<file path="config.mk">
export PLATFORM = sky130hd
export DESIGN_NAME = vpa_cell
export DESIGN_NICKNAME = d
export VERILOG_FILES = /design/src/hdl/vpa_pkg.sv /design/src/hdl/vpa_cell.sv
export SDC_FILE = /design/constraint.sdc
export NUM_CORES = 1
export LEC_CHECK = 0
export BUFFER_PORTS_ARGS = -buffer_cell sky130_fd_sc_hd__buf_2
export CAP_MARGIN = 40
export CORE_ASPECT_RATIO = 1.75
export CORE_MARGIN = 3
export CORE_UTILIZATION = 50
export CTS_CLUSTER_DIAMETER = 30
export DETAILED_ROUTE_END_ITERATION = 8
export PLACE_DENSITY = 0.88
export SLEW_MARGIN = 20
export SYNTH_ARGS = -nofsm -noshare
export SYNTH_HDL_FRONTEND = slang
export SYNTH_SLANG_ARGS = --single-unit
</file>
<file path="constraint.sdc">
create_clock -name i_clk -period 4.65 [get_ports i_clk]
set_clock_uncertainty 0.2 [all_clocks]
set_input_delay 0.2325 -clock i_clk [delete_from_list [all_inputs] [get_ports i_clk]]
set_output_delay 0.2325 -clock i_clk [all_outputs]
set_load 0.02 [all_outputs]
</file>
<file path="src/hdl/vpa_pkg.sv">
// Shared types and constants for the variable partition allocator.
// Holds the transfer payload structs, status codes and the cell command format.
// No dependencies.
package vpa_pkg;

    localparam int ADDR_BITS    = 16;
    localparam int OWNER_BITS   = 8;
    localparam int MAX_PARTS_DEF = 64;
    localparam int CNT_BITS     = 7;
    localparam logic [ADDR_BITS-1:0] TOTAL_RESET = 16'hFFFF;

    localparam logic [1:0] FUNC_ALLOC   = 2'd0;
    localparam logic [1:0] FUNC_FREE    = 2'd1;
    localparam logic [1:0] FUNC_COMPACT = 2'd2;

    localparam logic [1:0] FIT_FIRST = 2'd0;
    localparam logic [1:0] FIT_BEST  = 2'd1;
    localparam logic [1:0] FIT_WORST = 2'd2;

    typedef enum logic [2:0] {
        ST_OK           = 3'd0,
        ST_NO_FIT       = 3'd1,
        ST_BAD_OWNER    = 3'd2,
        ST_OWNER_EXISTS = 3'd3,
        ST_BAD_SIZE     = 3'd4,
        ST_TABLE_FULL   = 3'd5,
        ST_NOT_FOUND    = 3'd6
    } t_status;

    typedef struct packed {
        logic [1:0]            func;
        logic [OWNER_BITS-1:0] owner;
        logic [ADDR_BITS-1:0]  request_size;
        logic [1:0]            strategy;
    } t_in;

    typedef struct packed {
        t_status               status;
        logic [ADDR_BITS-1:0]  alloc_start;
        logic [ADDR_BITS-1:0]  free_total;
        logic [CNT_BITS-1:0]   free_count;
        logic [ADDR_BITS-1:0]  largest_free;
        logic [CNT_BITS-1:0]   partition_count;
    } t_out;

    typedef struct packed {
        logic                  valid;
        logic [OWNER_BITS-1:0] owner;
        logic [ADDR_BITS-1:0]  start;
        logic [ADDR_BITS-1:0]  size;
    } t_entry;

    typedef enum logic [2:0] {
        OP_HOLD,
        OP_ROT,
        OP_SQZ,
        OP_INS,
        OP_OWN,
        OP_SET,
        OP_INIT
    } t_cell_op;

    typedef struct packed {
        t_cell_op              op;
        logic                  phase;
        logic                  merge;
        logic [ADDR_BITS-1:0]  merge_start;
        logic [ADDR_BITS-1:0]  merge_add;
        logic [OWNER_BITS-1:0] owner;
        logic [ADDR_BITS-1:0]  size;
        t_entry                entry;
    } t_cell_cmd;

endpackage

</file>
<file path="src/hdl/vpa_cell.sv">
// One table slot of the partition chain: owner, start, size and a valid bit.
// Moves data to or from its neighbors as the broadcast command says.
// Depends on vpa_pkg.
module vpa_cell #(
    parameter int MAX_PARTS = vpa_pkg::MAX_PARTS_DEF,
    parameter int IDX       = 0,
    parameter int IW        = $clog2(MAX_PARTS)
) (
    input  logic               i_clk,
    input  logic               i_rst_n,
    input  vpa_pkg::t_cell_cmd i_cmd,
    input  logic [IW-1:0]      i_idx,
    input  vpa_pkg::t_entry    i_left,
    input  vpa_pkg::t_entry    i_right,
    output vpa_pkg::t_entry    o_q
);
    import vpa_pkg::*;

    localparam logic [IW:0] ME  = (IW+1)'(IDX);
    localparam logic        ODD = 1'(IDX % 2);

    t_entry      r_q;
    t_entry      n_q;
    logic [IW:0] w_idx0;
    logic [IW:0] w_idx1;

    assign w_idx0 = {1'b0, i_idx};
    assign w_idx1 = w_idx0 + 1'b1;
    assign o_q    = r_q;

    always_comb begin
        n_q = r_q;
        case (i_cmd.op)
            OP_ROT: begin
                n_q = i_right;
                if (IDX == 0 && i_cmd.merge) begin
                    n_q.size  = i_right.size + i_cmd.merge_add;
                    n_q.start = i_cmd.merge_start;
                end
            end
            OP_SQZ: begin
                // odd-even transposition: holes bubble toward the top
                if (ODD == i_cmd.phase) begin
                    if (IDX != MAX_PARTS-1 && !r_q.valid && i_right.valid) n_q = i_right;
                end else begin
                    if (IDX != 0 && !i_left.valid && r_q.valid) n_q = i_left;
                end
            end
            OP_INS: begin
                if (ME == w_idx0) begin
                    n_q.owner = i_cmd.owner;
                    n_q.size  = i_cmd.size;
                end else if (ME == w_idx1) begin
                    n_q = i_cmd.entry;
                end else if (ME > w_idx1) begin
                    n_q = i_left;
                end
            end
            OP_OWN: begin
                if (ME == w_idx0) n_q.owner = i_cmd.owner;
            end
            OP_SET: begin
                if (ME == w_idx0) n_q = i_cmd.entry;
            end
            OP_INIT: begin
                if (IDX == 0) n_q = i_cmd.entry;
                else          n_q.valid = 1'b0;
            end
            default: n_q = r_q;
        endcase
    end

    always_ff @(posedge i_clk) begin
        if (!i_rst_n) begin
            r_q.valid <= (IDX == 0);
            r_q.owner <= '0;
            r_q.start <= '0;
            r_q.size  <= TOTAL_RESET;
        end else begin
            r_q <= n_q;
        end
    end

endmodule

</file>
==> results of run 1 <==
==> cell families (layout without fill, tap and decap cells) <==
| family | Yosys count | after routing | share of synthesized area |
|---|---|---|---|
| fa+ha+maj | 18 | 18 | 0.0534 |
| simple gates | 186 | 186 | 0.206 |
| xor+xnor | 11 | 11 | 0.0282 |
| mux | 48 | 48 | 0.115 |
| buf+inv | 60 | 266 | 0.0692 |
| flops | 41 | 41 | 0.188 |
| compound gates | 215 | 215 | 0.340 |
==> area by class of cell <==
class                      instances  area (µm²)
multi-input combinational        478        3230
fill                             758        2720
timing repair buffer             243        1250
sequential                        41         821
tap                              115         144
clock buffer                       5         125
inverter                          15        56.3
clock inverter                     3        17.5
==> power by group through the flow <==
stage / clock network (W) / logic (W) / registers (W)
6_report: 0.000335 / 0.000570 / 0.000409
5_1_grt: 0.000360 / 0.000622 / 0.000412
4_1_cts: 0.000342 / 0.000564 / 0.000408
3_5_place_dp: 0 / 0.000561 / 0.000415
3_3_place_gp: 0 / 0.000543 / 0.000415
2_1_floorplan: 0 / 0.000320 / 0.000456
==> Yosys cell counts (5+ instances only) <==
master,instances
buf_6,6
a211oi_2,13
and2_1,12
nand2b_1,8
nor2_1,34
a222oi_1,8
o211ai_1,8
buf_2,13
inv_1,15
mux2i_1,31
nand2_1,68
a21oi_1,40
o21ai_0,39
a221oi_1,16
ha_1,17
dfxtp_1,41
nor3_1,5
a31oi_1,10
nand3_1,23
o21ai_1,22
nor2b_1,18
a211oi_1,9
clkbuf_1,20
mux2_2,17
o22ai_1,18
xnor2_1,8
==> layer usage <==
metal	vias up	wire length (µm)
li1	2576	-
met1	2445	5380
met2	341	8330
met3	84	1180
met4	0	1020
met5	-	0
==> placed cells by master, fill, tap and decap left out, drive strengths merged, types with 16 or more instances in the layout <==
cell / synthesis / layout
nor2b: 18 / 18
a211oi: 22 / 22
buf: 25 / 242
nand3: 23 / 23
o21ai: 64 / 64
a21oi: 40 / 40
mux2i: 31 / 31
nand2: 68 / 68
mux2: 17 / 17
a221oi: 16 / 16
nor2: 36 / 36
o22ai: 18 / 18
ha: 17 / 17
dfxtp: 41 / 41
==> worst max-delay path by stage <==
stage                     depth (start not counted)       start  slack [ps]  endpoint
after global routing                              8  i_cmd[100]        1710   o_q[14]
after global placement                            8  i_cmd[100]        1640   o_q[14]
after CTS                                         8  i_cmd[100]        1850   o_q[14]
final                                             8  i_cmd[100]        1860   o_q[14]
after floorplan                                  11   i_cmd[65]        2230   o_q[10]
after detailed placement                          8  i_cmd[100]        1570   o_q[14]
==> critical path: cells and delay by family <==
kind                      cells  cell delay, ps
buffers and inverters         1             350
and+or+nand+nor               1             650
xor gates and xnor gates      1             200
AOI/OAI and AO/OA             5            1290
==> stage by stage <==
stage	instances	setup slack (ps)
after floorplan	579	2230
after global placement	889	1640
after detailed placement	891	1570
after CTS	899	1850
after global routing	900	1710
final	900	1860
==> reports/qor.csv, run 1 <==
metric,value,unit
Detailed Routing Iterations Pass 1,7,
RSZ-0062 raised after global routing,no,
Vias,5446,
Setup TNS,0,ps
GRT Util Overall,0.312,
# nets final,994,
Unique masters post-synth,65,
sequential area share after synthesis,0.188,
CTS buffer count,5,
sw power,0.000488,W
hold path startpoint,i_right[15],
f_max,0.359,GHz
Comb pwr share,0.434,
I/O Pins,233,
Sw Share,0.371,
via count of the first global-routing pass,5534,
Clock Pin Slew Worst Setup and Hold Paths,60,ps
first-pass GRT wire length,25200,µm
Iteration-0 DRC Markers,429,
power per standard cell area,233,nW/µm²
layout cells sized above 1,0.373,
hold path cells,3,
# hold bufs at CTS,0,
# rows,44,
Slew @ Worst Pin,772,ps
WP data arrival,2720,ps
PostCTS Resize Cnt,0,
grt ovf,0,
"Top FF cell, synth",dfxtp_1,
largest net degree at the start of global routing,48,
ANT cells,0,
type of origin of the critical path,input port,
Finished Core Util,0.675,
WL/cell,17.7,µm
syn avg cell area,7.52,µm²
clk buf depth,2,
Pint,0.000826,W
clock latency on the worst-skew pair,270,ps
Post-Syn Area,4360,µm²
core area,8370,µm²
DRC errors left,0,
Final setup viols,0,
maximum VDD drop,138,µV
Crit. End Element,flop,
CTS tree,yes,
Clk network pwr share,0.255,
crit path max fanout,18,
hold endpoint,o_q[15],
Initial Util,0.520,
total setup buffers inserted after CTS,0,
cell taking the most area after synthesis,dfxtp_1,
number of flops mapped to enable cells by yosys,0,
Post-DP Area,5490,µm²
FF-to-FF path depth,9,
asr flop ratio synth,0,
die width,76.6,µm
met3 GRT Util,0.0438,
leakage power,2.73,nW
"Slowest-stage cell, CP",nand2b_1,
Flop pwr share,0.311,
"Critical Path, Cell by Cell","buf_2, xnor2_4, nand2b_1, o21ai_4, a32o_1, a221o_1, a2111oi_2, o21ai_1",
Synth Net Count,789,
via/cell ratio,6.05,
final wirelength,15900,µm
Tmin final,2790,ps
RR Endpoint,o_q[13],
status,"finished, final reports clean",
Die ar.,9910,µm²
post-route ant nets,0,
HPWL Detailed,12800,µm
area share of the largest cell type after synthesis,0.188,
Fin Hold WS,130,ps
Slew headroom,0.485,
Syn-to-layout area delta,29.6,%
Cells after Synth,579,
max incr delay on CP,650,ps
die outline height,129,µm
Worst Setup Path Type,in -> reg,
Syn. warnings,0,
number of clock sinks,41,
reg2reg start,o_q[40],
ranking of synthesized cells by area,"dfxtp_1 19%, mux2i_1 7.1%, nand2_1 5.9%, ha_1 4.9%, a21oi_1 4.6%",
Power Total,0.00131,W
GRT Max-Usage Layer,met2,
Hold WC Path Type,in -> reg,
Slew Limit Fails,0,
max FFs per register,41,
final instance area,5650,µm²
initial antenna violation count,0,
htree depth,2,
Placer Congestion,0.970,
Seq cells post-synth,41,
root buf cell,clkbuf_16,
FF-to-FF setup slack,2520,ps
Final period util,0.599,
max-cap violations,0,
critical path data required time,4580,ps
# port buffers,232,
met1 Usage GRT,0.311,
met2 usage,0.588,
Final Hold Viols,0,
Note: power is estimated with default switching activity, not from simulation.
==> run 2, diff against run 1 <==
--- a/config.mk
+++ b/config.mk
@@ -9,10 +9,10 @@
 export CAP_MARGIN = 40
 export CORE_ASPECT_RATIO = 1.75
 export CORE_MARGIN = 3
-export CORE_UTILIZATION = 50
+export CORE_UTILIZATION = 42
 export CTS_CLUSTER_DIAMETER = 30
 export DETAILED_ROUTE_END_ITERATION = 8
-export PLACE_DENSITY = 0.88
+export PLACE_DENSITY = 0.79
 export SLEW_MARGIN = 20
 export SYNTH_ARGS = -nofsm -noshare
 export SYNTH_HDL_FRONTEND = slang
==> constraint.sdc (replaced) <==
create_clock -name i_clk -period 2.4 [get_ports i_clk]
set_clock_uncertainty 0.2 [all_clocks]
set_input_delay 0.12 -clock i_clk [delete_from_list [all_inputs] [get_ports i_clk]]
set_output_delay 0.12 -clock i_clk [all_outputs]
set_load 0.02 [all_outputs]
==> run 2 against run 1 <==
Net effect: non-clock buffer count increased by 35; via count is 0.61% higher; final area increased by 6.0%; register-to-register slack got worse by 2100 ps; routed wire length rose by 6.2%; clock power is 130% higher; core utilization fell by 7.4 points; power up 110%; cell count is 5.2% higher; first-iteration DRC count fell by 46%; sequential power increased by 92%; largest cell class unchanged.
==> reports/qor.csv, run 2 (synthesized netlist as in run 1, its figures left out) <==
metric,value,unit
GRT Util Overall,0.277,
DP Cell Count,934,
DRC errors left,0,
Setup TNS,0,ps
die width,83.0,µm
post-route ant nets,0,
FF-to-FF path depth,9,
Final setup viols,0,
FF-to-FF setup slack,400,ps
leakage power,2.92,nW
Detailed Routing Iterations Pass 1,7,
# rows,48,
via count of the first global-routing pass,5554,
max-cap violations,0,
Syn-to-layout area delta,37.4,%
Clock Pin Slew Worst Setup and Hold Paths,60,ps
clock latency on the worst-skew pair,280,ps
layout cells sized above 1,0.398,
WL/cell,17.8,µm
Hold WC Path Type,in -> reg,
power per standard cell area,459,nW/µm²
"delay-heaviest family, CP",compound AO/OA/AOI/OAI gates,
"Slowest-stage cell, CP",a2111oi_0,
number of clock sinks,41,
HPWL Detailed,13900,µm
clk buf depth,2,
hold path startpoint,i_cmd[12],
grt ovf,0,
CTS buffer count,5,
via/cell ratio,5.79,
Final Hold Viols,0,
"Critical Path, Cell by Cell","buf_2, ha_1, inv_1, fa_1, nor2b_1, o21a_1, o21a_1, o211a_1, o211a_1, a2111oi_0, o311a_1, o21ai_1",
Slew Limit Fails,0,
initial antenna violation count,2,
max incr delay on CP,410,ps
final wirelength,16900,µm
Bufs and invs on worst path,2,
I/O Pins,233,
Slew @ Worst Pin,582,ps
Crit. End Element,flop,
RSZ-0062 raised after global routing,no,
Slew headroom,0.612,
reg2reg start,o_q[40],
post-route insts no fill,947,
# nets final,1029,
Initial Util,0.437,
WP data arrival,2270,ps
hold endpoint,o_q[12],
f_max,0.429,GHz
"most common cell after layout, fill and taps aside",buf_2,
htree depth,2,
Finished Core Util,0.600,
root buf cell,clkbuf_16,
Die ar.,11700,µm²
RR Endpoint,o_q[13],
die outline height,141,µm
Tmin final,2330,ps
hold path cells,5,
largest net degree at the start of global routing,40,
first-pass GRT wire length,26700,µm
Iteration-0 DRC Markers,232,
core area,9970,µm²
maximum VDD drop,272,µV
Worst Setup Path Type,in -> reg,
CTS tree,yes,
# port buffers,232,
Placer Congestion,0.974,
Vias,5479,
max FFs per register,41,
Final period util,0.970,
status,"finished, final reports clean",
"commonest non-fill, non-tap cells in the layout","232 x buf_2, 68 x nand2_1, 42 x buf_4, 41 x dfxtp_1, 40 x a21oi_1",
type of origin of the critical path,input port,
critical path data required time,2350,ps
crit path max fanout,3,
## run 2: changes by cell type in the layout (fill, tap and decap cells not counted)
cell,change
buf_4,+32
buf_12,+2
clkinv_2,-2
diode_2,+2
dlygate4sd3_1,+2
a211oi_1,-1
a211oi_2,+1
bufinv_16,+1
clkbuf_1,+1
clkinvlp_4,-1
## run 2: layout make-up
cell class	instances	area [µm²]
Clock inverter	1	30.0
Tap cell	125	156
Antenna cell	2	5.00
Timing Repair Buffer	278	1540
Clock buffer	7	143
Fill cell	976	3980
Inverter	15	56.3
Multi-Input combinational cell	478	3240
Sequential cell	41	821
## run 2: layer usage
layer,share of wire,wire [µm],track usage,up-vias
li1,-,-,-,2648
met1,0.34,5690,0.269,2517
met2,0.56,9420,0.548,256
met3,0.054,912,0.0363,58
met4,0.052,882,0.156,0
met5,0,0,0,-
## run 2: worst max path at each step
stage,end,slack [ps],cells after the start,from
after floorplan,o_q[10],90,11,i_cmd[65]
after global placement,o_q[10],-150,12,i_cmd[65]
after detailed placement,o_q[10],-160,12,i_right[0]
after CTS,o_q[10],130,12,i_right[0]
after global routing,o_q[15],9,10,i_right[2]
final,o_q[10],70,12,i_right[0]
## run 2: timing repair
action                                 CTS  global route
setup buffers                            0             0
setup endpoints to repair                0             1
gates resized for setup                  0             1
endpoints found under the hold margin    2             0
hold buffers                             2             0
## run 2: stage by stage
stage                     area [µm²]  worst slack [ps]  total power [W]  hold WS [ps]
final                           5990              71.1          0.00275          15.4
after global routing            5990              9.44          0.00291          50.6
after CTS                       5970               134          0.00276          10.6
after detailed placement        5780              -164          0.00196           261
after global placement          5770              -148          0.00195           247
after floorplan                 4360              87.6          0.00150          48.2
## run 2: worst register-to-register path: stages, from the launching register on
cell and delay (ps):
dfxtp_1 320, nor3b_1 260, or3_1 140, inv_1 50
a211oi_2 180, nor2b_1 260, buf_12 180, nand2_1 70
a21oi_1 120, o21ai_1 80
## run 2: where the power goes
part           switching [W]  internal (W)  total (W)
registers          0.0000354      0.000751   0.000786
clock network       0.000264      0.000520   0.000784
logic               0.000659      0.000520    0.00118
total               0.000959       0.00179    0.00275
